--- src/hdl/assert_macros.svh ---
// Assertion helpers; each expects clk and arst_n in the enclosing scope.
`ifndef ASSERT_MACROS_SVH
`define ASSERT_MACROS_SVH

// prop must hold at every clock edge outside reset
`define ASSERT_ALWAYS(label, prop, msg) \
	label: assert property (@(posedge clk) disable iff (!arst_n) (prop)) \
		else $error(msg);

// expr must never be true at a clock edge outside reset
`define ASSERT_NEVER(label, expr, msg) \
	label: assert property (@(posedge clk) disable iff (!arst_n) !(expr)) \
		else $error(msg);

`endif

--- src/hdl/mi_pkg.sv ---
package mi_pkg;

	localparam int WIDTH = 32;
	// k counts quotient bits of one Euclid step, at most WIDTH-1
	localparam int KW = $clog2(WIDTH);

	typedef enum logic [2:0] {
		ST_IDLE,
		ST_START,
		ST_ALIGN,
		ST_REDUCE,
		ST_FIX,
		ST_RESULT
	} mi_state_t;

	typedef enum logic [2:0] {
		OP_HOLD,
		OP_LOAD,
		OP_START,
		OP_ALIGN,
		OP_REDUCE,
		OP_FIX
	} mi_op_t;

	typedef struct packed {
		mi_op_t op;
		logic   in_ready;
		logic   load_out;
	} mi_ctl_t;

	typedef struct packed {
		logic r1_zero;
		logic align_more;
		logic k_zero;
	} mi_sts_t;

endpackage

--- src/hdl/mi_req_if.sv ---
interface mi_req_if;
	logic                     valid;
	logic                     ready;
	logic [mi_pkg::WIDTH-1:0] value;
	logic [mi_pkg::WIDTH-1:0] modulus;

	modport source (output valid, output value, output modulus, input ready);
	modport sink (input valid, input value, input modulus, output ready);
endinterface

--- src/hdl/mi_rsp_if.sv ---
interface mi_rsp_if;
	logic                     valid;
	logic                     ready;
	logic [mi_pkg::WIDTH-1:0] inverse;
	logic                     exists;

	modport source (output valid, output inverse, output exists, input ready);
	modport sink (input valid, input inverse, input exists, output ready);
endinterface

--- src/hdl/mi_datapath.sv ---
`include "assert_macros.svh"

module mi_datapath (
	input  logic                     clk,
	input  logic                     arst_n,
	input  mi_pkg::mi_ctl_t          ctl,
	input  logic [mi_pkg::WIDTH-1:0] value,
	input  logic [mi_pkg::WIDTH-1:0] modulus,
	output mi_pkg::mi_sts_t          sts,
	output logic [mi_pkg::WIDTH-1:0] inverse,
	output logic                     exists
);

	localparam int W  = mi_pkg::WIDTH;
	localparam int KW = mi_pkg::KW;
	localparam logic [W-1:0] ONE_W  = {{(W-1){1'b0}}, 1'b1};
	localparam logic [W:0]   ONE_W1 = {{W{1'b0}}, 1'b1};

	// r0/r1: remainders, m0/m1: coefficient magnitudes, neg_q: sign of m0
	logic [W-1:0]  r0_q, r1_q, d_q, mod_q;
	logic [W:0]    m0_q, m1_q, c_q;
	logic [KW-1:0] k_q;
	logic          neg_q;

	logic          take;
	logic [W-1:0]  rem_nx;
	logic [W:0]    acc_nx;
	logic [W:0]    mod_ext;
	logic [W:0]    r0_ext;
	logic [W:0]    d_dbl;

	assign take    = (r0_q >= d_q);
	assign rem_nx  = take ? (r0_q - d_q) : r0_q;
	assign acc_nx  = take ? (m0_q + c_q) : m0_q;
	assign mod_ext = {1'b0, mod_q};
	assign r0_ext  = {1'b0, r0_q};
	assign d_dbl   = {d_q, 1'b0};

	assign sts.r1_zero    = (r1_q == '0);
	assign sts.align_more = (d_q <= (r0_q >> 1));
	assign sts.k_zero     = (k_q == '0);

	always_ff @(posedge clk) begin
		unique case (ctl.op)
			mi_pkg::OP_LOAD: begin
				// a zero modulus runs as gcd 0, which yields no inverse
				r0_q  <= (modulus == '0) ? '0 : value;
				r1_q  <= modulus;
				m0_q  <= ONE_W1;
				m1_q  <= '0;
				neg_q <= 1'b0;
				mod_q <= modulus;
			end
			mi_pkg::OP_START: begin
				d_q <= r1_q;
				c_q <= m1_q;
				k_q <= '0;
			end
			mi_pkg::OP_ALIGN: begin
				d_q <= {d_q[W-2:0], 1'b0};
				c_q <= {c_q[W-1:0], 1'b0};
				k_q <= k_q + KW'(1);
			end
			mi_pkg::OP_REDUCE: begin
				if (sts.k_zero) begin
					// last quotient bit: rotate the remainder and coefficient pairs
					r0_q  <= r1_q;
					r1_q  <= rem_nx;
					m0_q  <= m1_q;
					m1_q  <= acc_nx;
					neg_q <= !neg_q;
				end else begin
					r0_q <= rem_nx;
					m0_q <= acc_nx;
					d_q  <= {1'b0, d_q[W-1:1]};
					c_q  <= {1'b0, c_q[W:1]};
					k_q  <= k_q - KW'(1);
				end
			end
			mi_pkg::OP_FIX: begin
				if (m0_q >= mod_ext) begin
					m0_q <= m0_q - mod_ext;
				end
			end
			default: begin
			end
		endcase
	end

	assign exists  = (r0_q == ONE_W);
	assign inverse = (!exists || m0_q == '0) ? '0 :
		(neg_q ? (mod_q - m0_q[W-1:0]) : m0_q[W-1:0]);

	`ASSERT_ALWAYS(a_reduce_bound,
		(ctl.op == mi_pkg::OP_REDUCE |-> r0_ext < d_dbl),
		"remainder not below twice the divisor step")
	`ASSERT_ALWAYS(a_fix_range,
		((ctl.op == mi_pkg::OP_FIX) && exists |=> m0_q < mod_ext),
		"coefficient not reduced below modulus")

endmodule

--- src/hdl/mi_ctrl.sv ---
`include "assert_macros.svh"

module mi_ctrl (
	input  logic            clk,
	input  logic            arst_n,
	input  logic            in_valid,
	input  logic            out_free,
	input  mi_pkg::mi_sts_t sts,
	output mi_pkg::mi_ctl_t ctl
);

	mi_pkg::mi_state_t state_q, state_nx;

	always_ff @(posedge clk or negedge arst_n) begin
		if (!arst_n) begin
			state_q <= mi_pkg::ST_IDLE;
		end else begin
			state_q <= state_nx;
		end
	end

	always_comb begin
		state_nx = state_q;
		unique case (state_q)
			mi_pkg::ST_IDLE: begin
				if (in_valid) begin
					state_nx = mi_pkg::ST_START;
				end
			end
			mi_pkg::ST_START: begin
				state_nx = sts.r1_zero ? mi_pkg::ST_FIX : mi_pkg::ST_ALIGN;
			end
			mi_pkg::ST_ALIGN: begin
				if (!sts.align_more) begin
					state_nx = mi_pkg::ST_REDUCE;
				end
			end
			mi_pkg::ST_REDUCE: begin
				if (sts.k_zero) begin
					state_nx = mi_pkg::ST_START;
				end
			end
			mi_pkg::ST_FIX: begin
				state_nx = mi_pkg::ST_RESULT;
			end
			mi_pkg::ST_RESULT: begin
				if (out_free) begin
					state_nx = mi_pkg::ST_IDLE;
				end
			end
			default: begin
				state_nx = mi_pkg::ST_IDLE;
			end
		endcase
	end

	always_comb begin
		ctl.op       = mi_pkg::OP_HOLD;
		ctl.in_ready = 1'b0;
		ctl.load_out = 1'b0;
		unique case (state_q)
			mi_pkg::ST_IDLE: begin
				ctl.in_ready = 1'b1;
				if (in_valid) begin
					ctl.op = mi_pkg::OP_LOAD;
				end
			end
			mi_pkg::ST_START: begin
				if (!sts.r1_zero) begin
					ctl.op = mi_pkg::OP_START;
				end
			end
			mi_pkg::ST_ALIGN: begin
				if (sts.align_more) begin
					ctl.op = mi_pkg::OP_ALIGN;
				end
			end
			mi_pkg::ST_REDUCE: begin
				ctl.op = mi_pkg::OP_REDUCE;
			end
			mi_pkg::ST_FIX: begin
				ctl.op = mi_pkg::OP_FIX;
			end
			mi_pkg::ST_RESULT: begin
				ctl.load_out = out_free;
			end
			default: begin
			end
		endcase
	end

	`ASSERT_ALWAYS(a_accept_starts, (ctl.in_ready && in_valid |=> state_q == mi_pkg::ST_START), "accepted item did not start a run")

endmodule

--- src/hdl/modular_inverse.sv ---
// Modular inverse by the extended Euclidean algorithm.
// request channel: value and modulus, taken when valid and ready are both high.
// response channel: inverse in 0..modulus-1 and the exists flag; inverse is 0
// and exists low when gcd(value, modulus) is not 1 or the modulus is zero.
// A modulus of one gives inverse 0 with exists high.
// One item is worked on at a time; request.ready is high only while idle.
// Each Euclid step runs on one shared subtract/shift unit: a set-up, then
// one alignment shift of the divisor per cycle, then one quotient bit per cycle.
// The item is loaded before the first step; a final reduction of the
// coefficient and the hand-off follow the last step.
// The result sits in an output register: while it waits for response.ready
// the next item is already accepted and processed; a finished run holds
// until that register is free.
// Reset clears the sequencer and the response valid flag; no item is pending.
module modular_inverse (
	input  logic        clk,
	input  logic        arst_n,
	mi_req_if.sink      request,
	mi_rsp_if.source    response
);

	mi_pkg::mi_ctl_t          ctl;
	mi_pkg::mi_sts_t          sts;
	logic [mi_pkg::WIDTH-1:0] dp_inverse;
	logic                     dp_exists;
	logic                     out_free;
	logic                     rsp_valid_q;
	logic [mi_pkg::WIDTH-1:0] inverse_q;
	logic                     exists_q;

	assign out_free = !rsp_valid_q || response.ready;

	mi_ctrl u_ctrl (
		.clk      (clk),
		.arst_n   (arst_n),
		.in_valid (request.valid),
		.out_free (out_free),
		.sts      (sts),
		.ctl      (ctl)
	);

	mi_datapath u_datapath (
		.clk     (clk),
		.arst_n  (arst_n),
		.ctl     (ctl),
		.value   (request.value),
		.modulus (request.modulus),
		.sts     (sts),
		.inverse (dp_inverse),
		.exists  (dp_exists)
	);

	assign request.ready = ctl.in_ready;

	always_ff @(posedge clk or negedge arst_n) begin
		if (!arst_n) begin
			rsp_valid_q <= 1'b0;
		end else if (ctl.load_out) begin
			rsp_valid_q <= 1'b1;
		end else if (response.ready) begin
			rsp_valid_q <= 1'b0;
		end
	end

	always_ff @(posedge clk) begin
		if (ctl.load_out) begin
			inverse_q <= dp_inverse;
			exists_q  <= dp_exists;
		end
	end

	assign response.valid   = rsp_valid_q;
	assign response.inverse = inverse_q;
	assign response.exists  = exists_q;

	`ASSERT_ALWAYS(a_no_inverse_zero, (response.valid && !response.exists |-> response.inverse == '0), "nonzero inverse without exists")
	`ASSERT_NEVER(a_accept_vs_load, (request.valid && request.ready && ctl.load_out), "item accepted while a result is loaded")

endmodule
--- src/flat_wrapper.sv ---
// flat-port wrapper written by rule: the top's interface ports become plain ports
module modular_inverse_flat 
  (clk, arst_n, request_valid, request_value, request_modulus, request_ready, response_valid, response_inverse, response_exists, response_ready);
  mi_req_if request_i ();
  mi_rsp_if response_i ();
  input  logic clk;
  input  logic arst_n;
  input wire logic [$bits(request_i.valid)-1:0] request_valid;
  input wire logic [$bits(request_i.value)-1:0] request_value;
  input wire logic [$bits(request_i.modulus)-1:0] request_modulus;
  output wire logic [$bits(request_i.ready)-1:0] request_ready;
  output wire logic [$bits(response_i.valid)-1:0] response_valid;
  output wire logic [$bits(response_i.inverse)-1:0] response_inverse;
  output wire logic [$bits(response_i.exists)-1:0] response_exists;
  input wire logic [$bits(response_i.ready)-1:0] response_ready;
  assign request_i.valid = request_valid;
  assign request_i.value = request_value;
  assign request_i.modulus = request_modulus;
  assign request_ready = request_i.ready;
  assign response_valid = response_i.valid;
  assign response_inverse = response_i.inverse;
  assign response_exists = response_i.exists;
  assign response_i.ready = response_ready;
  modular_inverse u_core (.clk(clk), .arst_n(arst_n), .request(request_i), .response(response_i));
endmodule
--- config.mk ---
export PLATFORM = sky130hd
export DESIGN_NAME = modular_inverse_flat
export DESIGN_NICKNAME = d
export VERILOG_FILES = /design/src/hdl/mi_pkg.sv /design/src/hdl/mi_req_if.sv /design/src/hdl/mi_rsp_if.sv /design/src/hdl/mi_datapath.sv /design/src/hdl/mi_ctrl.sv /design/src/hdl/modular_inverse.sv /design/src/flat_wrapper.sv
export VERILOG_INCLUDE_DIRS = /design/src /design/src/hdl
export SDC_FILE = /design/constraint.sdc
export NUM_CORES = 1
export LEC_CHECK = 0
export BUFFER_PORTS_ARGS = -buffer_cell sky130_fd_sc_hd__buf_4
export CORE_UTILIZATION = 40
export DETAILED_ROUTE_END_ITERATION = 8
export PLACE_DENSITY = 0.57
export SYNTH_ARGS = -nofsm -noshare
export SYNTH_HDL_FRONTEND = slang
export SYNTH_HIERARCHICAL = 1
export SYNTH_SLANG_ARGS = --single-unit
--- constraint.sdc ---
create_clock -name clk -period 9.9 [get_ports clk]
set_clock_uncertainty 0.2 [all_clocks]
set_input_delay 2.475 -clock clk [delete_from_list [all_inputs] [get_ports clk]]
set_output_delay 2.475 -clock clk [all_outputs]
set_load 0.05 [all_outputs]
==> results_tabular.tex, run 1 <==
\begin{tabular}{lr}
\hline
Metric & Value \\
\hline
\multicolumn{2}{l}{\textbf{Run status}} \\
\quad Result of the run & completed \\
\multicolumn{2}{l}{\textbf{Clocking}} \\
\quad Total CTS buffers & 36 \\
\quad Clock insertion delay at the later pin of the skew report & 0.57 ns \\
\quad Count of H-tree levels built during CTS & 2 \\
\quad Post-CTS Hold Buffers & 0 \\
\quad Max Buffers Root-to-Sink & 3 \\
\quad Number of gates given a new drive strength after cts & 0 \\
\quad Clock tree from TritonCTS & built \\
\quad Setup repair bufs after CTS & 0 \\
\quad Clock-pin slew reported for the worst setup and hold paths after clock tree synthesis & about 0.060 ns \\
\quad Sink Count & 270 \\
\quad Clock root buffer & clkbuf\_16 \\
\multicolumn{2}{l}{\textbf{Synthesis}} \\
\quad Fraction of post-synthesis cell area in the top cell type by area & $\sim$39\% \\
\quad Number of flops mapped to enable cells by yosys & 266 \\
\quad Leading post-synthesis cells by instance count & 310 x nand2\_1, 266 x edfxtp\_1, 190 x o21ai\_0 \\
\quad Most frequent cell after synthesis & nand2\_1 \\
\quad Post-synth net total & approximately 2,500 \\
\quad Synth unique cells & between 70 and 80 \\
\quad FF+latch count, synth & 270 \\
\quad Part of the Yosys area used for sequential elements & $\sim$40\% \\
\quad Top cell type by total area after synthesis & edfxtp\_1 \\
\quad Yosys synthesis warning count & 6 \\
\quad Cell area after synthesis & between 20,000 and 25,000 um2 \\
\quad Flip-flop cell with the highest count after synthesis & edfxtp\_1 \\
\quad Dominant cells by area after synthesis & edfxtp\_1 39\%, ha\_1 10\%, nand2\_1 5.8\% \\
\quad Avg Synthesized Cell Area & between 9 and 10 um2 \\
\quad Share of synthesized registers carrying an async set or reset & 1.48\% \\
\quad Post-synthesis cell count & around 2,200 \\
\multicolumn{2}{l}{\textbf{STA}} \\
\quad Final worst path period share & 65.4\% \\
\quad Final hold vios & 0 \\
\quad Final-layout setup total negative slack & 0 ns \\
\quad Max-slew violation total from the final report & 0 \\
\quad Fmax & about 150 MHz \\
\quad Post-layout min period & 6.47 ns \\
\quad Final Setup Violations & 0 \\
\quad RSZ-0062 raised after global routing & false \\
\quad Worst slew margin & around a quarter \\
\quad Worst slew pin tran & 1.13 ns \\
\multicolumn{2}{l}{\textbf{Critical path}} \\
\quad Endpoint arrival time on the critical path & 6.46 ns \\
\quad Sum of buffers and inverters on the critical path & 3 \\
\quad Type of the worst setup path & register to register \\
\quad Worst path top cell family by delay & compound AO/OA/AOI/OAI gates \\
\quad Slowest library cell on the worst path & a2111oi\_0 \\
\quad Required time worst endpoint & just under 10 ns \\
\quad Most common cell type on the critical path & nor2b\_1 \\
\quad CP Capture Type & register \\
\quad Source of the worst register-to-register timing path & u\_core/u\_datapath/r0\_q[26]\$\_DFFE\_PP\_ \\
\quad Register-to-Register Path Depth & 20 \\
\quad Highest net fanout along the worst path & 53 \\
\quad Flop2flop setup slack & about 3.4 ns \\
\quad CP max stage delay & approximately 0.74 ns \\
\quad List of cells traversed by the critical path & inv\_1 -> ha\_1 -> a21o\_1 -> a21o\_1 -> a21oi\_1 -> nor2b\_1 -> o21ai\_0 -> nand2b\_1 -> a2111oi\_0 -> o211ai\_1 -> o311ai\_0 -> nor2b\_1 -> a21oi\_1 -> nor2\_1 -> nor2b\_1 -> nand2b\_4 -> clkinv\_2 -> nand2\_1 -> o21ai\_4 -> buf\_4 \\
\quad Startpoint Class & register \\
\quad FF-to-FF End & u\_core/u\_datapath/c\_q[2]\$\_DFFE\_PP\_ \\
\multicolumn{2}{l}{\textbf{Global route}} \\
\quad Number of antenna violations at the first check in global routing & 0 \\
\quad First-pass GRT wire length & approximately 110,000 um \\
\quad Total GRT Usage & approximately 28\% \\
\quad Via count of the first global-routing pass & between 15,000 and 20,000 \\
\quad Leftover overflow at the end of global routing & 0 \\
\quad Maximum number of pins on one net before global-route repair & 85 \\
\multicolumn{2}{l}{\textbf{Place}} \\
\quad PortBufs & between 100 and 150 \\
\quad Instance area after placement & about 22,000 um2 \\
\quad RePlAce Congestion & between 0.9 and 1 \\
\quad Post-detailed-placement half-perimeter wirelength & 53,600 um \\
\multicolumn{2}{l}{\textbf{Worst hold path}} \\
\quad Hold wc startpoint & u\_core/u\_datapath/m1\_q[24]\$\_SDFFCE\_PN0P\_ \\
\quad Tightest Hold Check Type & register to register \\
\quad Number of instances on the worst hold path & 2 \\
\quad Capture endpoint of the worst hold path & u\_core/u\_datapath/c\_q[24]\$\_DFFE\_PP\_ \\
\multicolumn{2}{l}{\textbf{Drt}} \\
\quad Starting DRC count in detailed routing & around 1,600 \\
\quad Per-cell routed wire length & between 20 and 25 um \\
\quad Detailed-route via count & around 18,000 \\
\quad Detail-routed via count per cell & between 5 and 6 \\
\quad Post-DRT Antenna Nets & 0 \\
\quad Drt total wl & 72,500 um \\
\quad Final routed DRC violation total & 0 \\
\quad First drt pass iteration count & 5 \\
\multicolumn{2}{l}{\textbf{Job}} \\
\quad Max-cap viol count & 0 \\
\multicolumn{2}{l}{\textbf{Finish}} \\
\quad Cell area after layout & $\sim$23,000 um2 \\
\quad Total inserted antenna cells & 0 \\
\quad Share of cells above drive strength 1 & slightly below 9\% \\
\quad Relative area change from synthesis to final layout & 12.4\% \\
\quad Number of nets in the final layout & approximately 2,500 \\
\multicolumn{2}{l}{\textbf{Die}} \\
\quad Die boundary height & roughly 230 um \\
\quad Die Span X & roughly 230 um \\
\quad Overall die area & between 50,000 and 60,000 um2 \\
\quad I/O pin cnt & 103 \\
\quad Row cnt & just over 80 \\
\quad Core footprint & 50,100 um2 \\
\quad Starting density of the core & between 40 and 50\% \\
\hline
\end{tabular}
-- worst min-delay path, delay by kind of cell (launching register included) --
family	cells	cell delay, ns
flip-flops	1	0.35
AND/OR/NAND/NOR	2	0.12
-- cell type report --
type                    count  area [um2]
inverters                 164         617
fillers                  4941       27300
clock buffers              38         908
repair buffers            124         931
multi-input cells        1686       11100
clock inverters            24         236
well taps                 672         841
flip-flops and latches    270        8090
-- logic make-up after synthesis --
group | share of synthesized area, %
AOI/OAI and AO/OA | 22.0
and+or+nand+nor | 14.4
buffers and inverters | 5.57
DFF | 40.0
adders and majority gates | 10.5
xor gates and xnor gates | 5.15
muxes | 2.43
-- worst max-delay path by stage --
stage | from | to | slack [ns] | cells past startpoint
2_1_floorplan | request_valid | u_core/u_datapath/m1_q[0]$_SDFFCE_PN0P_ | 1.23 | 6
3_3_place_gp | u_core/u_datapath/r0_q[26]$_DFFE_PP_ | u_core/u_datapath/c_q[7]$_DFFE_PP_ | 3.66 | 20
3_5_place_dp | u_core/u_datapath/r0_q[26]$_DFFE_PP_ | u_core/u_datapath/c_q[7]$_DFFE_PP_ | 3.51 | 20
4_1_cts | u_core/u_datapath/r0_q[26]$_DFFE_PP_ | u_core/u_datapath/c_q[8]$_DFFE_PP_ | 3.42 | 20
5_1_grt | u_core/u_datapath/r0_q[26]$_DFFE_PP_ | u_core/u_datapath/c_q[2]$_DFFE_PP_ | 2.97 | 20
6_report | u_core/u_datapath/r0_q[26]$_DFFE_PP_ | u_core/u_datapath/c_q[2]$_DFFE_PP_ | 3.43 | 20
-- flip-flops by register name, summed over array words and instances (netlist names) --
| signal | cells |
|---|---|
| u_core/u_datapath/c_q | 33 |
| u_core/response.exists | 1 |
| u_core/u_datapath/r0_q | 32 |
| u_core/u_datapath/m0_q | 33 |
| u_core/u_datapath/neg_q | 1 |
| u_core/u_datapath/r1_q | 32 |
| u_core/u_datapath/k_q | 5 |
| u_core/u_ctrl/state_q | 3 |
| u_core/u_datapath/m1_q | 33 |
| u_core/response.inverse | 32 |
| u_core/u_datapath/mod_q | 32 |
| u_core/u_datapath/d_q | 32 |
| u_core/response.valid | 1 |
-- metal layers --
metal | track usage, % | routed length [um]
met1 | 37.4 | 31400
met2 | 46.9 | 34400
met3 | 3.73 | 4270
met4 | 10.4 | 2470
met5 | 0 | 0
-- per-stage QoR --
| step | util, % | setup WS [ns] | hold slack (ns) | std cells |
|---|---|---|---|---|
| after floorplan | - | 1.23 | 0.311 | 2244 |
| after global placement | 43.1 | 3.66 | 0.321 | 2916 |
| after detailed placement | 43.1 | 3.51 | 0.338 | 2916 |
| after CTS | 45.4 | 3.42 | 0.334 | 2978 |
| after global routing | 45.4 | 2.97 | 0.359 | 2978 |
| final | 45.4 | 3.43 | 0.335 | 2978 |
-- placed cells by master (no fill, tap or decap), drive strengths merged, types with 5 or more instances in the layout --
cell type  synthesis  final
a211oi            14     14
o221ai             9      9
o21bai            15     15
xor2              45     45
mux2i             48     48
a22o              13     13
o2111ai            5      5
a21oi            175    175
o22ai              8      8
o211ai            10     10
and3              15     15
nand3             23     23
a31oi             18     18
nor4              34     34
clkinv             0     16
nand2b            16     16
o31ai              7      7
nor3              17     17
nand4             38     38
nand2            310    310
inv              164    165
o21a              17     17
clkbuf            95     38
a221o              5      5
a21o              77     77
buf               29    124
nor2b             15     15
nor2             148    148
and2               9      9
o41ai              5      5
a221oi            10     10
edfxtp           266    266
ha               161    161
xnor2             74     74
fa                 5      5
a22oi             86     86
o21ai            199    199
Power of run 1 is left out: the tool's default activity adds up to more than one toggle a clock period on the data nets, which glitch-free logic cannot reach.
==> run 2, diff against run 1 <==
Settings changed: ABC_AREA from default to 1, PLACE_DENSITY 0.57 to 0.59.
Clock period 9.9 ns to 5.25 ns, I/O delays scaled along.
==> results_tabular.tex, run 2 <==
\begin{tabular}{lr}
\hline
Metric & Value \\
\hline
\multicolumn{2}{l}{\textbf{Run status}} \\
\quad Result of the run & completed (unchanged) \\
\multicolumn{2}{l}{\textbf{STA}} \\
\quad Post-layout min period & 4.89 ns (was 6.47 ns) \\
\quad Final-layout setup total negative slack & 0 ns (unchanged) \\
\quad Max-slew violation total from the final report & 0 (unchanged) \\
\quad Worst hold slack & 0.314 ns (was 0.335 ns) \\
\quad Worst slew margin & 45.5\% (was 24.6\%) \\
\quad Final worst path period share & 93.2\% (was 65.4\%) \\
\quad Final Setup Violations & 0 (unchanged) \\
\quad Final hold vios & 0 (unchanged) \\
\quad Worst slew pin tran & 0.818 ns (was 1.13 ns) \\
\quad Fmax & 204 MHz (was 154 MHz) \\
\quad RSZ-0062 raised after global routing & false (unchanged) \\
\multicolumn{2}{l}{\textbf{Die}} \\
\quad Die Span X & 243 um (was 227 um) \\
\quad Overall die area & 59,100 um2 (was 51,500 um2) \\
\quad I/O pin cnt & 103 (unchanged) \\
\quad Row cnt & 87 (was 82) \\
\quad Core footprint & 56,900 um2 (was 50,100 um2) \\
\quad Starting density of the core & 40.8\% (was 40.4\%) \\
\quad Die boundary height & 243 um (was 227 um) \\
\multicolumn{2}{l}{\textbf{Synthesis}} \\
\quad Leading post-synthesis cells by instance count & 1,252 x nand2\_1, 640 x inv\_1, 266 x edfxtp\_1 (was 310 x nand2\_1, 266 x edfxtp\_1, 190 x o21ai\_0) \\
\quad Yosys synthesis warning count & 6 (unchanged) \\
\quad Cell area after synthesis & 23,200 um2 (was 20,200 um2) \\
\quad Fraction of post-synthesis cell area in the top cell type by area & 34.4\% (was 39.5\%) \\
\quad Flip-flop cell with the highest count after synthesis & edfxtp\_1 (unchanged) \\
\quad FF+latch count, synth & 270 (unchanged) \\
\quad Top cell type by total area after synthesis & edfxtp\_1 (unchanged) \\
\quad Most frequent cell after synthesis & nand2\_1 (unchanged) \\
\quad Share of synthesized registers carrying an async set or reset & 1.48\% (unchanged) \\
\quad Post-synthesis cell count & 3,413 (was 2,244) \\
\quad Post-synth net total & 3,647 (was 2,478) \\
\quad Part of the Yosys area used for sequential elements & 34.8\% (was 40.0\%) \\
\quad Number of flops mapped to enable cells by yosys & 266 (unchanged) \\
\quad Dominant cells by area after synthesis & edfxtp\_1 34\%, nand2\_1 20\%, inv\_1 10\% (was edfxtp\_1 39\%, ha\_1 10\%, nand2\_1 5.8\%) \\
\quad Synth unique cells & 48 (was 74) \\
\quad Avg Synthesized Cell Area & 6.81 um2 (was 9.01 um2) \\
\multicolumn{2}{l}{\textbf{Critical path}} \\
\quad Required time worst endpoint & 5.35 ns (was 9.89 ns) \\
\quad FF-to-FF End & u\_core/u\_datapath/k\_q[4]\$\_SDFFCE\_PP0P\_ (was u\_core/u\_datapath/c\_q[2]\$\_DFFE\_PP\_) \\
\quad Start point of the critical path & u\_core/u\_datapath/r0\_q[31]\$\_DFFE\_PP\_ (was u\_core/u\_datapath/r0\_q[26]\$\_DFFE\_PP\_) \\
\quad Slowest library cell on the worst path & nor4b\_1 (was a2111oi\_0) \\
\quad CP max stage delay & 0.64 ns (was 0.74 ns) \\
\quad CP Capture Type & register (unchanged) \\
\quad List of cells traversed by the critical path & inv\_1 -> ha\_1 -> nand4\_1 -> nor3\_1 -> nor4b\_1 -> nand3\_1 -> nand2\_1 -> nand3\_2 -> o211ai\_1 -> inv\_1 -> nand2\_4 -> buf\_4 -> buf\_6 -> xor2\_1 -> xor2\_1 -> inv\_1 -> nor2\_1 (was inv\_1 -> ha\_1 -> a21o\_1 -> a21o\_1 -> a21oi\_1 -> nor2b\_1 -> o21ai\_0 -> nand2b\_1 -> a2111oi\_0 -> o211ai\_1 -> o311ai\_0 -> nor2b\_1 -> a21oi\_1 -> nor2\_1 -> nor2b\_1 -> nand2b\_4 -> clkinv\_2 -> nand2\_1 -> o21ai\_4 -> buf\_4) \\
\quad Startpoint Class & register (unchanged) \\
\quad Type of the worst setup path & register to register (unchanged) \\
\quad Register-to-Register Path Depth & 17 (was 20) \\
\quad Source of the worst register-to-register timing path & u\_core/u\_datapath/r0\_q[31]\$\_DFFE\_PP\_ (was u\_core/u\_datapath/r0\_q[26]\$\_DFFE\_PP\_) \\
\quad Endpoint arrival time on the critical path & 4.99 ns (was 6.46 ns) \\
\quad Most common cell type on the critical path & inv\_1 (was nor2b\_1) \\
\quad Highest net fanout along the worst path & 58 (was 53) \\
\quad End point of the critical path & u\_core/u\_datapath/k\_q[4]\$\_SDFFCE\_PP0P\_ (was u\_core/u\_datapath/c\_q[2]\$\_DFFE\_PP\_) \\
\quad Flop2flop setup slack & 0.36 ns (was 3.43 ns) \\
\multicolumn{2}{l}{\textbf{Clocking}} \\
\quad Sink Count & 270 (unchanged) \\
\quad Clock tree from TritonCTS & built (unchanged) \\
\quad Max Buffers Root-to-Sink & 3 (unchanged) \\
\quad Total CTS buffers & 35 (was 36) \\
\quad Clock insertion delay at the later pin of the skew report & 0.56 ns (was 0.57 ns) \\
\quad Clock-pin slew reported for the worst setup and hold paths after clock tree synthesis & 0.06 ns (about the same) \\
\quad Clock root buffer & clkbuf\_16 (unchanged) \\
\quad Setup repair bufs after CTS & 0 (unchanged) \\
\quad Count of H-tree levels built during CTS & 2 (unchanged) \\
\multicolumn{2}{l}{\textbf{Drt}} \\
\quad Detailed-route via count & 22,228 (was 17,807) \\
\quad Per-cell routed wire length & 19.1 um (was 24.4 um) \\
\quad Post-DRT Antenna Nets & 0 (unchanged) \\
\quad First drt pass iteration count & 6 (was 5) \\
\quad Drt total wl & 81,600 um (was 72,500 um) \\
\quad Final routed DRC violation total & 0 (unchanged) \\
\quad Detail-routed via count per cell & 5.21 (was 5.98) \\
\quad Starting DRC count in detailed routing & 1,876 (was 1,624) \\
\multicolumn{2}{l}{\textbf{Global route}} \\
\quad First-pass GRT wire length & 125,000 um (was 108,000 um) \\
\quad Total GRT Usage & 27.5\% (was 28.3\%) \\
\quad Maximum number of pins on one net before global-route repair & 64 (was 85) \\
\quad Leftover overflow at the end of global routing & 0 (unchanged) \\
\quad Via count of the first global-routing pass & 21,453 (was 17,381) \\
\quad Number of antenna violations at the first check in global routing & 0 (unchanged) \\
\multicolumn{2}{l}{\textbf{Finish}} \\
\quad Total inserted antenna cells & 0 (unchanged) \\
\quad Commonest cells after routing, fill and taps aside & 1,250 x nand2\_1, 640 x inv\_1, 266 x edfxtp\_1 (was 310 x nand2\_1, 266 x edfxtp\_1, 188 x o21ai\_0) \\
\quad Footprint of the multi-input gates & 12,300 um2 (was 11,100 um2) \\
\quad Share of cells above drive strength 1 & 6.49\% (was 8.89\%) \\
\quad Registers with the most flip-flops & u\_core/u\_datapath/c\_q: 33 flops, u\_core/u\_datapath/m0\_q: 33 flops, u\_core/u\_datapath/m1\_q: 33 flops (unchanged) \\
\quad FILL cells & 5,969 (was 4,941) \\
\quad Number of nets in the final layout & 3,728 (was 2,516) \\
\quad Cell area after layout & 25,900 um2 (was 22,700 um2) \\
\quad Most common library cell in the layout ignoring fill and taps & nand2\_1 (unchanged) \\
\quad Relative area change from synthesis to final layout & 11.5\% (was 12.4\%) \\
\quad Sequential cell area in the final layout & 8090 um2 (unchanged) \\
\multicolumn{2}{l}{\textbf{Job}} \\
\quad Max-cap viol count & 0 (unchanged) \\
\multicolumn{2}{l}{\textbf{Place}} \\
\quad Instance area after placement & 24,800 um2 (was 21,600 um2) \\
\quad Post-detailed-placement half-perimeter wirelength & 64,700 um (was 53,600 um) \\
\quad RePlAce Congestion & 0.963 (was 0.932) \\
\quad PortBufs & 102 (unchanged) \\
\multicolumn{2}{l}{\textbf{Worst hold path}} \\
\quad Tightest Hold Check Type & register to register (unchanged) \\
\hline
\end{tabular}
-- run 2: stage by stage --
| step | util (%) | instances | worst slack [ns] |
|---|---|---|---|
| floorplan | - | 3413 | 0.311 |
| global placement | 43.6 | 4213 | 0.240 |
| detailed placement | 43.6 | 4213 | 0.165 |
| CTS | 45.5 | 4269 | 0.145 |
| global route | 45.5 | 4269 | 0.0357 |
| finish | 45.5 | 4269 | 0.355 |
-- run 2: repair_timing --
item                                    in CTS  in global routing
resized for setup                            0                  1
endpoints found under the setup margin       0                  1
hold buffers                                 0                  0
-- run 2: worst min-delay path by stage --
stage,end,from,cells after the start,slack [ns]
after floorplan,u_core/u_datapath/c_q[32]$_DFFE_PP_,u_core/u_datapath/m1_q[32]$_SDFFCE_PN0P_,2,0.33
after global placement,u_core/response.valid$_DFFE_PN0P_,u_core/response.valid$_DFFE_PN0P_,2,0.30
after detailed placement,u_core/response.valid$_DFFE_PN0P_,u_core/response.valid$_DFFE_PN0P_,2,0.31
after CTS,u_core/response.valid$_DFFE_PN0P_,u_core/response.valid$_DFFE_PN0P_,2,0.32
after global routing,u_core/response.valid$_DFFE_PN0P_,u_core/response.valid$_DFFE_PN0P_,2,0.34
final,u_core/response.valid$_DFFE_PN0P_,u_core/response.valid$_DFFE_PN0P_,2,0.31
-- run 2: cells by family after synthesis --
logic type | count (synthesis) | synth area share (%)
adder cells (fa/ha/maj) | 166 | 9.10
AO/OA/AOI/OAI | 392 | 10.5
buffers and inverters | 737 | 12.4
flip-flops | 270 | 34.8
AND/OR/NAND/NOR | 1805 | 31.6
XOR/XNOR | 43 | 1.62
-- run 2: critical path: cells and delay by family, from the launching register on --
| kind | cells | cell delay (ns) |
|---|---|---|
| simple gates | 8 | 1.77 |
| buf+inv | 5 | 1.22 |
| flops | 1 | 0.50 |
| xor+xnor | 2 | 0.31 |
| fa+ha+maj | 1 | 0.31 |
| compound gates | 1 | 0.19 |
-- run 2: routing by layer --
metal	GRT usage, %	routed length, um	up-vias
li1	-	-	11094
met1	35.4	35100	10234
met2	46.1	37900	745
met3	3.15	4870	155
met4	12.5	3760	0
met5	0	0	-
-- run 2: final cells by class --
cell class	count	area share [%]
Clock inverter	15	0.517
Clock buffer	41	3.63
Sequential cell	270	31.2
Multi-Input combinational cell	2406	47.5
Inverter	651	9.43
Timing Repair Buffer	130	4.02
Tap cell	756	3.65
Power of run 2 is left out for the same reason.
